===== src/mcet_pkg.sv =====
`default_nettype none
// ----------------------------------------------------------------------------
// mcet_pkg - media changer element table package
// Shared constants, codes and transfer types for the element table block.
// ----------------------------------------------------------------------------
package mcet_pkg;

   // table geometry
   localparam int MAX_SLOTS     = 64;
   localparam int MAX_DRIVES    = 8;
   localparam int MAX_MAILSLOTS = 8;
   localparam int DRIVE_BASE    = 1000;
   localparam int MAIL_BASE     = 2000;
   localparam int SLOT_LIMIT    = 1000;

   // unified element index: slots first, then drives, then mailslots
   localparam int DRIVE_OFS  = MAX_SLOTS;
   localparam int MAIL_OFS   = MAX_SLOTS + MAX_DRIVES;
   localparam int ELEM_DEPTH = MAX_SLOTS + MAX_DRIVES + MAX_MAILSLOTS;
   localparam int ELEM_W     = $clog2(ELEM_DEPTH);

   // field widths
   localparam int CMD_W      = 3;
   localparam int ADDR_W     = 16;
   localparam int TAPE_W     = 16;
   localparam int STATUS_W   = 2;
   localparam int SLOT_CNT_W = 7;
   localparam int UNIT_CNT_W = 4;
   localparam int CSR_IDX_W  = 2;
   localparam int CSR_DATA_W = 7;

   // register indexes
   localparam logic [CSR_IDX_W-1:0] CSR_SLOTS  = 2'd0;
   localparam logic [CSR_IDX_W-1:0] CSR_DRIVES = 2'd1;
   localparam logic [CSR_IDX_W-1:0] CSR_MAILS  = 2'd2;

   // command codes
   localparam logic [CMD_W-1:0] CMD_MOVE   = 3'd0;
   localparam logic [CMD_W-1:0] CMD_REMOVE = 3'd1;
   localparam logic [CMD_W-1:0] CMD_PLACE  = 3'd2;
   localparam logic [CMD_W-1:0] CMD_CLEAR  = 3'd3;
   localparam logic [CMD_W-1:0] CMD_QUERY  = 3'd4;

   // status codes
   localparam logic [STATUS_W-1:0] ST_OK    = 2'd0;
   localparam logic [STATUS_W-1:0] ST_INVAL = 2'd1;
   localparam logic [STATUS_W-1:0] ST_NOMED = 2'd2;
   localparam logic [STATUS_W-1:0] ST_BUSY  = 2'd3;

   typedef struct packed {
      logic [CMD_W-1:0]  cmd;
      logic [ADDR_W-1:0] src_elem;
      logic [ADDR_W-1:0] dst_elem;
      logic [TAPE_W-1:0] tape_id;
   } req_type;

   typedef struct packed {
      logic [STATUS_W-1:0] status;
      logic                full_res;
      logic [TAPE_W-1:0]   tape_out;
   } rsp_type;

   // controller to datapath commands
   typedef struct packed {
      logic load;   // capture request, read table
      logic exec;   // evaluate, update table, post result
   } ctl_type;

   // decoded element address
   typedef struct packed {
      logic              ok;
      logic              is_slot;
      logic [ELEM_W-1:0] idx;
   } elem_dec_type;

endpackage

`default_nettype wire


===== src/mcet_ctrl.sv =====
`default_nettype none
// ----------------------------------------------------------------------------
// mcet_ctrl - element table controller
// Two-state sequencer: capture a command, then execute it.
// ----------------------------------------------------------------------------
module mcet_ctrl
   import mcet_pkg::*;
(
   input  wire logic    clock,
   input  wire logic    reset,
   input  wire logic    start,
   output logic         busy,
   output ctl_type      ctl
);

   localparam logic ST_IDLE = 1'b0;
   localparam logic ST_EXEC = 1'b1;

   logic state_ff;
   logic state_in;

   always_comb begin
      state_in = state_ff;
      ctl      = '0;
      unique case (state_ff)
         ST_IDLE: begin
            if (start) begin
               ctl.load = 1'b1;
               state_in = ST_EXEC;
            end
         end
         ST_EXEC: begin
            ctl.exec = 1'b1;
            state_in = ST_IDLE;
         end
         default: state_in = ST_IDLE;
      endcase
   end

   assign busy = (state_ff == ST_EXEC);

   always_ff @(posedge clock) begin
      if (reset) begin
         state_ff <= ST_IDLE;
      end else begin
         state_ff <= state_in;
      end
   end

endmodule

`default_nettype wire


===== src/mcet_dp.sv =====
`default_nettype none
// ----------------------------------------------------------------------------
// mcet_dp - element table datapath
// Address decode, config registers, full bits, tape memory and result register.
// ----------------------------------------------------------------------------
module mcet_dp
   import mcet_pkg::*;
(
   input  wire logic                  clock,
   input  wire logic                  reset,
   input  wire ctl_type               ctl,
   input  wire req_type               req_data,
   input  wire logic                  csr_we,
   input  wire logic [CSR_IDX_W-1:0]  csr_index,
   input  wire logic [CSR_DATA_W-1:0] csr_wdata,
   output logic                       rsp_valid,
   output rsp_type                    rsp_data
);

   // config registers
   logic [SLOT_CNT_W-1:0] slots_ff;
   logic [UNIT_CNT_W-1:0] drives_ff;
   logic [UNIT_CNT_W-1:0] mails_ff;

   // saturated counts
   logic [SLOT_CNT_W-1:0] n_slots;
   logic [UNIT_CNT_W-1:0] n_drives;
   logic [UNIT_CNT_W-1:0] n_mails;

   // table
   logic [ELEM_DEPTH-1:0] full_ff;
   logic [ELEM_DEPTH-1:0] full_in;
   logic [TAPE_W-1:0]     tape_mem [ELEM_DEPTH];

   // captured request
   logic [CMD_W-1:0]  cmd_ff;
   elem_dec_type      src_ff;
   elem_dec_type      dst_ff;
   logic [TAPE_W-1:0] tape_ff;
   logic [TAPE_W-1:0] rd_tape_ff;

   elem_dec_type      src_dec;
   elem_dec_type      dst_dec;
   logic [ELEM_W-1:0] rd_addr;

   logic              mem_we;
   logic [ELEM_W-1:0] mem_wa;
   logic [TAPE_W-1:0] mem_wd;
   logic              src_full;
   logic              dst_full;
   rsp_type           rsp_in;
   logic              rsp_valid_ff;
   rsp_type           rsp_data_ff;

   function automatic elem_dec_type decode_elem(
      input logic [ADDR_W-1:0]     addr,
      input logic [SLOT_CNT_W-1:0] ns,
      input logic [UNIT_CNT_W-1:0] nd,
      input logic [UNIT_CNT_W-1:0] nm
   );
      elem_dec_type      r;
      logic [ADDR_W-1:0] off;
      r   = '0;
      off = '0;
      if (addr < ADDR_W'(SLOT_LIMIT)) begin
         r.ok      = (addr < ADDR_W'(ns));
         r.is_slot = r.ok;
         r.idx     = addr[ELEM_W-1:0];
      end else if (addr < ADDR_W'(MAIL_BASE)) begin
         off   = addr - ADDR_W'(DRIVE_BASE);
         r.ok  = (addr >= ADDR_W'(DRIVE_BASE)) && (off < ADDR_W'(nd));
         r.idx = ELEM_W'(DRIVE_OFS) + off[ELEM_W-1:0];
      end else begin
         off   = addr - ADDR_W'(MAIL_BASE);
         r.ok  = (off < ADDR_W'(nm));
         r.idx = ELEM_W'(MAIL_OFS) + off[ELEM_W-1:0];
      end
      return r;
   endfunction

   assign n_slots  = (slots_ff > SLOT_CNT_W'(MAX_SLOTS)) ? SLOT_CNT_W'(MAX_SLOTS) : slots_ff;
   assign n_drives = (drives_ff > UNIT_CNT_W'(MAX_DRIVES)) ? UNIT_CNT_W'(MAX_DRIVES) : drives_ff;
   assign n_mails  = (mails_ff > UNIT_CNT_W'(MAX_MAILSLOTS)) ?
                     UNIT_CNT_W'(MAX_MAILSLOTS) : mails_ff;

   assign src_dec = decode_elem(req_data.src_elem, n_slots, n_drives, n_mails);
   assign dst_dec = decode_elem(req_data.dst_elem, n_slots, n_drives, n_mails);
   // place reads its slot, everything else reads the source
   assign rd_addr = (req_data.cmd == CMD_PLACE) ? dst_dec.idx : src_dec.idx;

   always_ff @(posedge clock) begin
      if (reset) begin
         slots_ff  <= SLOT_CNT_W'(MAX_SLOTS);
         drives_ff <= UNIT_CNT_W'(MAX_DRIVES);
         mails_ff  <= UNIT_CNT_W'(MAX_MAILSLOTS);
      end else if (csr_we) begin
         unique case (csr_index)
            CSR_SLOTS:  slots_ff  <= csr_wdata[SLOT_CNT_W-1:0];
            CSR_DRIVES: drives_ff <= csr_wdata[UNIT_CNT_W-1:0];
            CSR_MAILS:  mails_ff  <= csr_wdata[UNIT_CNT_W-1:0];
            default: ;
         endcase
      end
   end

   always_ff @(posedge clock) begin
      if (ctl.load) begin
         cmd_ff     <= req_data.cmd;
         src_ff     <= src_dec;
         dst_ff     <= dst_dec;
         tape_ff    <= req_data.tape_id;
         rd_tape_ff <= tape_mem[rd_addr];
      end
      if (mem_we) begin
         tape_mem[mem_wa] <= mem_wd;
      end
   end

   assign src_full = full_ff[src_ff.idx];
   assign dst_full = full_ff[dst_ff.idx];

   always_comb begin
      full_in = full_ff;
      mem_we  = 1'b0;
      mem_wa  = dst_ff.idx;
      mem_wd  = rd_tape_ff;
      rsp_in  = '{status: ST_INVAL, full_res: 1'b0, tape_out: '0};
      if (ctl.exec) begin
         case (cmd_ff)
            CMD_MOVE: begin
               if (!src_ff.ok) begin
                  rsp_in.status = ST_INVAL;
               end else if (!src_full) begin
                  rsp_in.status = ST_NOMED;
               end else if (!dst_ff.ok) begin
                  rsp_in.status = ST_INVAL;
               end else if (dst_ff.idx == src_ff.idx) begin
                  rsp_in = '{status: ST_OK, full_res: 1'b1, tape_out: rd_tape_ff};
               end else if (dst_full) begin
                  rsp_in.status = ST_BUSY;
               end else begin
                  full_in[src_ff.idx] = 1'b0;
                  full_in[dst_ff.idx] = 1'b1;
                  mem_we = 1'b1;
                  rsp_in = '{status: ST_OK, full_res: 1'b1, tape_out: rd_tape_ff};
               end
            end
            CMD_REMOVE: begin
               if (!src_ff.ok) begin
                  rsp_in.status = ST_INVAL;
               end else if (!src_full) begin
                  rsp_in.status = ST_NOMED;
               end else begin
                  full_in[src_ff.idx] = 1'b0;
                  rsp_in = '{status: ST_OK, full_res: 1'b0, tape_out: rd_tape_ff};
               end
            end
            CMD_PLACE: begin
               if (!dst_ff.is_slot || (tape_ff == '0)) begin
                  rsp_in.status = ST_INVAL;
               end else if (dst_full && (rd_tape_ff != tape_ff)) begin
                  rsp_in.status = ST_BUSY;
               end else begin
                  full_in[dst_ff.idx] = 1'b1;
                  mem_we = 1'b1;
                  mem_wd = tape_ff;
                  rsp_in.status = ST_OK;
               end
            end
            CMD_CLEAR: begin
               // only entries inside the active counts are emptied
               for (int i = 0; i < ELEM_DEPTH; i++) begin
                  if (i < MAX_SLOTS) begin
                     if (i < int'(n_slots)) full_in[i] = 1'b0;
                  end else if (i < MAIL_OFS) begin
                     if ((i - DRIVE_OFS) < int'(n_drives)) full_in[i] = 1'b0;
                  end else begin
                     if ((i - MAIL_OFS) < int'(n_mails)) full_in[i] = 1'b0;
                  end
               end
               rsp_in.status = ST_OK;
            end
            CMD_QUERY: begin
               if (!src_ff.ok) begin
                  rsp_in.status = ST_INVAL;
               end else begin
                  rsp_in.status   = ST_OK;
                  rsp_in.full_res = src_full;
                  rsp_in.tape_out = src_full ? rd_tape_ff : '0;
               end
            end
            default: rsp_in.status = ST_INVAL;
         endcase
      end
   end

   always_ff @(posedge clock) begin
      if (reset) begin
         full_ff      <= '0;
         rsp_valid_ff <= 1'b0;
      end else begin
         full_ff      <= full_in;
         rsp_valid_ff <= ctl.exec;
      end
   end

   always_ff @(posedge clock) begin
      if (ctl.exec) begin
         rsp_data_ff <= rsp_in;
      end
   end

   assign rsp_valid = rsp_valid_ff;
   assign rsp_data  = rsp_data_ff;

endmodule

`default_nettype wire


===== src/media_changer_element_table_top.sv =====
`default_nettype none
// ----------------------------------------------------------------------------
// media_changer_element_table_top - media changer element table
// Occupancy table of slots, drives and mailslots with move, remove, place,
// clear and query commands; one result per command.
// ----------------------------------------------------------------------------
// Timing: the start transfer captures the request and reads the table;
//   the execute state does the read-modify-write; the result and its strobe
//   are registered. New commands are taken only while idle (busy low).
// Reset: synchronous, active high; empties the table and restores the
//   element counts to 64/8/8. Results cannot be held off by the receiver.
// ----------------------------------------------------------------------------
module media_changer_element_table_top
   import mcet_pkg::*;
(
   input  wire logic                  clock,
   input  wire logic                  reset,
   // request channel
   input  wire logic                  start,
   output logic                       busy,
   input  wire req_type               req_data,
   // result channel: one-cycle strobe
   output logic                       rsp_valid,
   output rsp_type                    rsp_data,
   // configuration write port
   input  wire logic                  csr_we,
   input  wire logic [CSR_IDX_W-1:0]  csr_index,
   input  wire logic [CSR_DATA_W-1:0] csr_wdata
);

   ctl_type ctl;

   // sequencer: idle -> execute -> idle
   mcet_ctrl u_ctrl (
      .clock (clock),
      .reset (reset),
      .start (start),
      .busy  (busy),
      .ctl   (ctl)
   );

   // decode, table storage and result register
   mcet_dp u_dp (
      .clock     (clock),
      .reset     (reset),
      .ctl       (ctl),
      .req_data  (req_data),
      .csr_we    (csr_we),
      .csr_index (csr_index),
      .csr_wdata (csr_wdata),
      .rsp_valid (rsp_valid),
      .rsp_data  (rsp_data)
   );

endmodule

`default_nettype wire

===== config.mk =====
export PLATFORM = sky130hd
export DESIGN_NAME = media_changer_element_table_top
export DESIGN_NICKNAME = d
export VERILOG_FILES = /design/src/mcet_pkg.sv /design/src/mcet_ctrl.sv /design/src/mcet_dp.sv /design/src/media_changer_element_table_top.sv
export SDC_FILE = /design/constraint.sdc
export NUM_CORES = 2
export LEC_CHECK = 0
export BUFFER_PORTS_ARGS = -buffer_cell sky130_fd_sc_hd__buf_4
export CAP_MARGIN = 20
export CELL_PAD_IN_SITES_DETAIL_PLACEMENT = 1
export CELL_PAD_IN_SITES_GLOBAL_PLACEMENT = 2
export CORE_ASPECT_RATIO = 0.75
export CORE_MARGIN = 2
export CORE_UTILIZATION = 35
export CTS_CLUSTER_DIAMETER = 40
export CTS_CLUSTER_SIZE = 24
export DETAILED_ROUTE_END_ITERATION = 16
export GPL_TIMING_DRIVEN = 1
export PLACE_DENSITY = 0.65
export SLEW_MARGIN = 20
export SYNTH_ARGS = -nofsm -noshare
export SYNTH_HDL_FRONTEND = slang
export SYNTH_SLANG_ARGS = --single-unit

===== constraint.sdc =====
create_clock -name clock -period 6.2 [get_ports clock]
set_clock_uncertainty 0.2 [all_clocks]
set_input_delay 0.31 -clock clock [delete_from_list [all_inputs] [get_ports clock]]
set_output_delay 0.31 -clock clock [all_outputs]
set_load 0.02 [all_outputs]

==> parameters.txt <==
Parameter                              Value

GRT
  Wire length of the first global-routing pass    338 mm
  Number of antenna violations at the first check in global routing    10
  Congestion Overflow GR    0
  Number of global-route vias before repair    45800
  Overall global routing resource usage    0.254
  Maximum number of pins on one net before global-route repair    121

Pwr
  Standby leakage power    0.0255 uW
  Overall power of the completed layout    25100 uW
  Peak supply drop    0.200 mV
  Power per standard cell area    333 nW/um2

Clock network
  H-tree lvl count    4
  Number of buffers between clock root and the deepest sink    3
  CTS tree    built
  Clk_lat worst skew    0.87 ns
  Master cell of the clock root buffer    clkbuf_16
  Cts bufs inserted    187
  Clock Sink Count    1448
  Clock-pin slew of the registers on the worst-case setup and hold paths    0.06 ns
  Number of instances resized during post-cts repair    0

Synthesis
  Part of the Yosys area used for sequential elements    0.675
  Synthesized netlist net count    5184
  Flop and latch count out of synthesis    1448
  Ys flop type    edfxtp_1
  Post-synthesis share of cell area spent on full adders, half adders and majority gates    0.00795
  Share of the synthesized area in the top cell type    0.644
  Synthesized-area fraction occupied by ao, oa, aoi and oai cells    0.113
  Yosys Warn Count    0
  Cell area after technology mapping    63000 um2
  Cell accounting for the most synthesized area    edfxtp_1
  Dominant cells by area after synthesis    edfxtp_1, nand2_1, mux2i_1, dfxtp_1, a21oi_1
  EDFF count, synth    1351
  Post-synth ARST share    0
  Largest family of logic cells by synthesized area    simple AND/OR/NAND/NOR gates
  XOR/XNOR share of the synthesized area    0.00417
  Multiplexer fraction of the synthesized cell area    0.0471
  Synth Instances    5080
  Distinct cells, synth    83
  Syn Area/Cell    12.4 um2
  Post-synthesis simple-gate area fraction    0.127

Place
  DP Worst Slack    0.695 ns
  Post-DP Area    67900 um2
  Total of buffers placed on input and output ports    84
  Final HPWL DP    146 mm
  Weighted congestion reported at the end of routability-driven placement    0.889

Min path
  Hold Path Origin    req_data[3]
  Endpoint with the worst hold slack    u_dp.tape_ff[3]
  Worst Hold Path Cells    2
  Path category of the worst min-delay check    in -> reg

Floorplanning
  Initial core utilization    0.353
  DIE WIDTH    494 um
  Cell Rows    134
  Die area    183000 um2
  Area of the core region    178000 um2
  Die Span Y    371 um
  I/O pins    85

Route
  1st-iter DRT viols    4833
  Count of TritonRoute iterations in the first routing pass    6
  DR DRC count    0
  DRT Wirelength    235 mm
  Number of antenna-violating nets in the routed design    0
  Vias/cell    5.77
  Detailed-route via count    45300
  Routed wire per std cell    30.0 um

Cells and area
  Area of all placed cells without fillers    75200 um2
  Ratio of cells with drive above 1 in the final layout    0.153
  Synth-to-layout area growth    19.5%
  Final Core Density    0.422
  Fin nets    5398

Timing
  Least-Margin Pin Slew    1.13 ns
  Finish-stage setup viols    0
  Final-report max-slew violation count    0
  Hold violation count in the final report    0
  Highest attainable clock frequency    190 MHz
  Worst slew slack as a fraction of its limit    0.244
  Post-route minimum period    5.26 ns
  Worst Setup Slack, final    0.936 ns
  Setup repair after global routing missed its margin    no
  Setup total negative slack    0 ns
  Part of the cycle the worst path needs    0.849

Setup path
  Source of the worst register-to-register timing path    u_dp.mem_wa[2]
  Critical Path Start Type    flop
  Critical path fanouts, max    40
  Crit path kind    reg -> reg
  Cells traversed along the worst timing path    clkinv_1, a221oi_2, o22ai_1, a31o_1, or4_1, o21ai_0, and2_1, buf_4, mux2_4, buf_4
  Slowest-stage cell, CP    edfxtp_1
  CP max stage delay    0.77 ns
  Capture instance of the worst register-to-register path    u_dp.tape_mem[33][3]
  Reg2reg path depth    10
  CP Data Required Time    6.58 ns
  Top cell by count, worst path    buf_4
  Data arrival time of the critical path    5.64 ns
  Element type at the critical path end    flop
  Register-to-register setup slack    0.94 ns

Run status
  Status    completed

Run
  Maxcap violations    0
[power breakdown]
part / internal (uW) / switching, uW
registers: 11000 / 110
logic: 625 / 1920
clock network: 6650 / 4740
[what timing repair did]
item	4_1_cts	5_1_grt
buffers inserted	0	0
hold buffers	70	0
endpoints found under the hold margin	55	0
[synth_stat cells, types with 11 or more instances]
master and n:
a2111oi_0 22, or4_1 12, nor2_1 111, buf_1 47
a221oi_1 43, nand4_1 11, o21ai_1 21, nand2_1 1066
mux2i_1 238, edfxtp_1 1351, nand2b_1 16, xor2_1 24
inv_1 23, o31ai_1 25, o311ai_1 19, nor3_1 116
nor3b_1 13, nor4_1 45, clkbuf_1 274, o221ai_1 39
o21ai_0 110, o311ai_0 31, mux2_2 30, ha_1 40
o211ai_1 130, o21a_1 12, o41ai_1 11, o2bb2ai_1 11
a22oi_1 48, dfxtp_1 97, a211oi_1 17, a31oi_1 31
nand3_1 313, a21oi_1 366, and3_1 25, buf_2 49
nor2b_1 18, o22ai_1 15, a221o_1 12, nand3b_1 15
a32oi_1 38
[sequential cells by signal (all words and copies together), names as in the netlist]
signal	flops
u_dp.full_ff	80
u_dp.rsp_valid	1
u_dp.cmd_ff	3
u_dp.drives_ff	4
u_ctrl.busy	1
u_dp.rd_tape_ff	16
u_dp.slots_ff	7
u_dp.tape_ff	16
u_dp.dst_ff	2
u_dp.rsp_data	19
u_dp.mails_ff	4
u_dp.mem_wa	7
u_dp.src_ff	8
u_dp.tape_mem	1280
[placed cells by master, fill, tap and decap left out, types with 24 or more instances in the layout]
cell           instances
a21oi_1              363
a32oi_1               38
nor3_1                35
dlygate4sd3_1         70
o311ai_0              31
a31oi_1               31
clkbuf_16            192
nand2_1             1058
buf_4                310
o221ai_1              39
o211ai_1             130
ha_1                  40
nand3_1              312
nor3_2                83
mux2i_1              236
inv_6                 26
edfxtp_1            1351
o31ai_1               24
a221oi_1              43
xor2_1                24
o21ai_0              109
nor2_1               106
a22oi_1               47
dfxtp_1               97
clkinvlp_4            26
nor4_1                33
[cell families after synthesis]
| kind of cell | Yosys count |
|---|---|
| adders and majority gates | 40 |
| buffers and inverters | 400 |
| muxes | 280 |
| and+or+nand+nor | 1813 |
| AOI/OAI and AO/OA | 1069 |
| xor gates and xnor gates | 30 |
| DFF | 1448 |
[metrics by stage]
stage	hold slack [ns]	instances
final	0.0626	7842
after global routing	0.0358	7840
after CTS	0.000213	7838
after detailed placement	0.274	7414
after global placement	0.274	7413
after floorplan	0.209	5080
[critical path: cells and delay by family (launching register included)]
kind            cells  cell delay [ns]
compound gates      4             1.06
buf+inv             3             1.33
flops               1             0.77
mux                 1             0.65
simple gates        2             0.92
[how the worst max path moves through the flow]
| stage | start | end | slack, ns | cells after the start |
|---|---|---|---|---|
| 2_1_floorplan | u_dp.mem_wa[1] | u_dp.tape_mem[0][0] | 1.67 | 12 |
| 3_3_place_gp | req_data[47] | u_dp.rd_tape_ff[9] | 0.78 | 10 |
| 3_5_place_dp | req_data[47] | u_dp.rd_tape_ff[8] | 0.70 | 10 |
| 4_1_cts | u_dp.mem_wa[2] | u_dp.tape_mem[37][8] | 1.02 | 9 |
| 5_1_grt | u_dp.mem_wa[2] | u_dp.tape_mem[36][3] | 0.73 | 10 |
| 6_report | u_dp.mem_wa[2] | u_dp.tape_mem[33][3] | 0.94 | 10 |
[layer usage]
metal | part of all wire | GRT usage | up-vias
met3 | 0.073 | 0.0535 | 330
met2 | 0.44 | 0.383 | 1574
li1 | - | - | 19800
met5 | 0.000081 | 0 | -
met4 | 0.024 | 0.0668 | 2
met1 | 0.46 | 0.369 | 23600
[area by class of cell]
type | count | area (um2)
Fill cell | 18400 | 103000
Sequential cell | 1448 | 42500
Multi-Input combinational cell | 3232 | 19600
Clock buffer | 210 | 4910
Timing Repair Buffer | 400 | 3420
Tap cell | 2380 | 2980
Clock inverter | 144 | 1680
Inverter | 25 | 93.8
Antenna cell | 3 | 7.51
(Power assumes the default switching activity.)
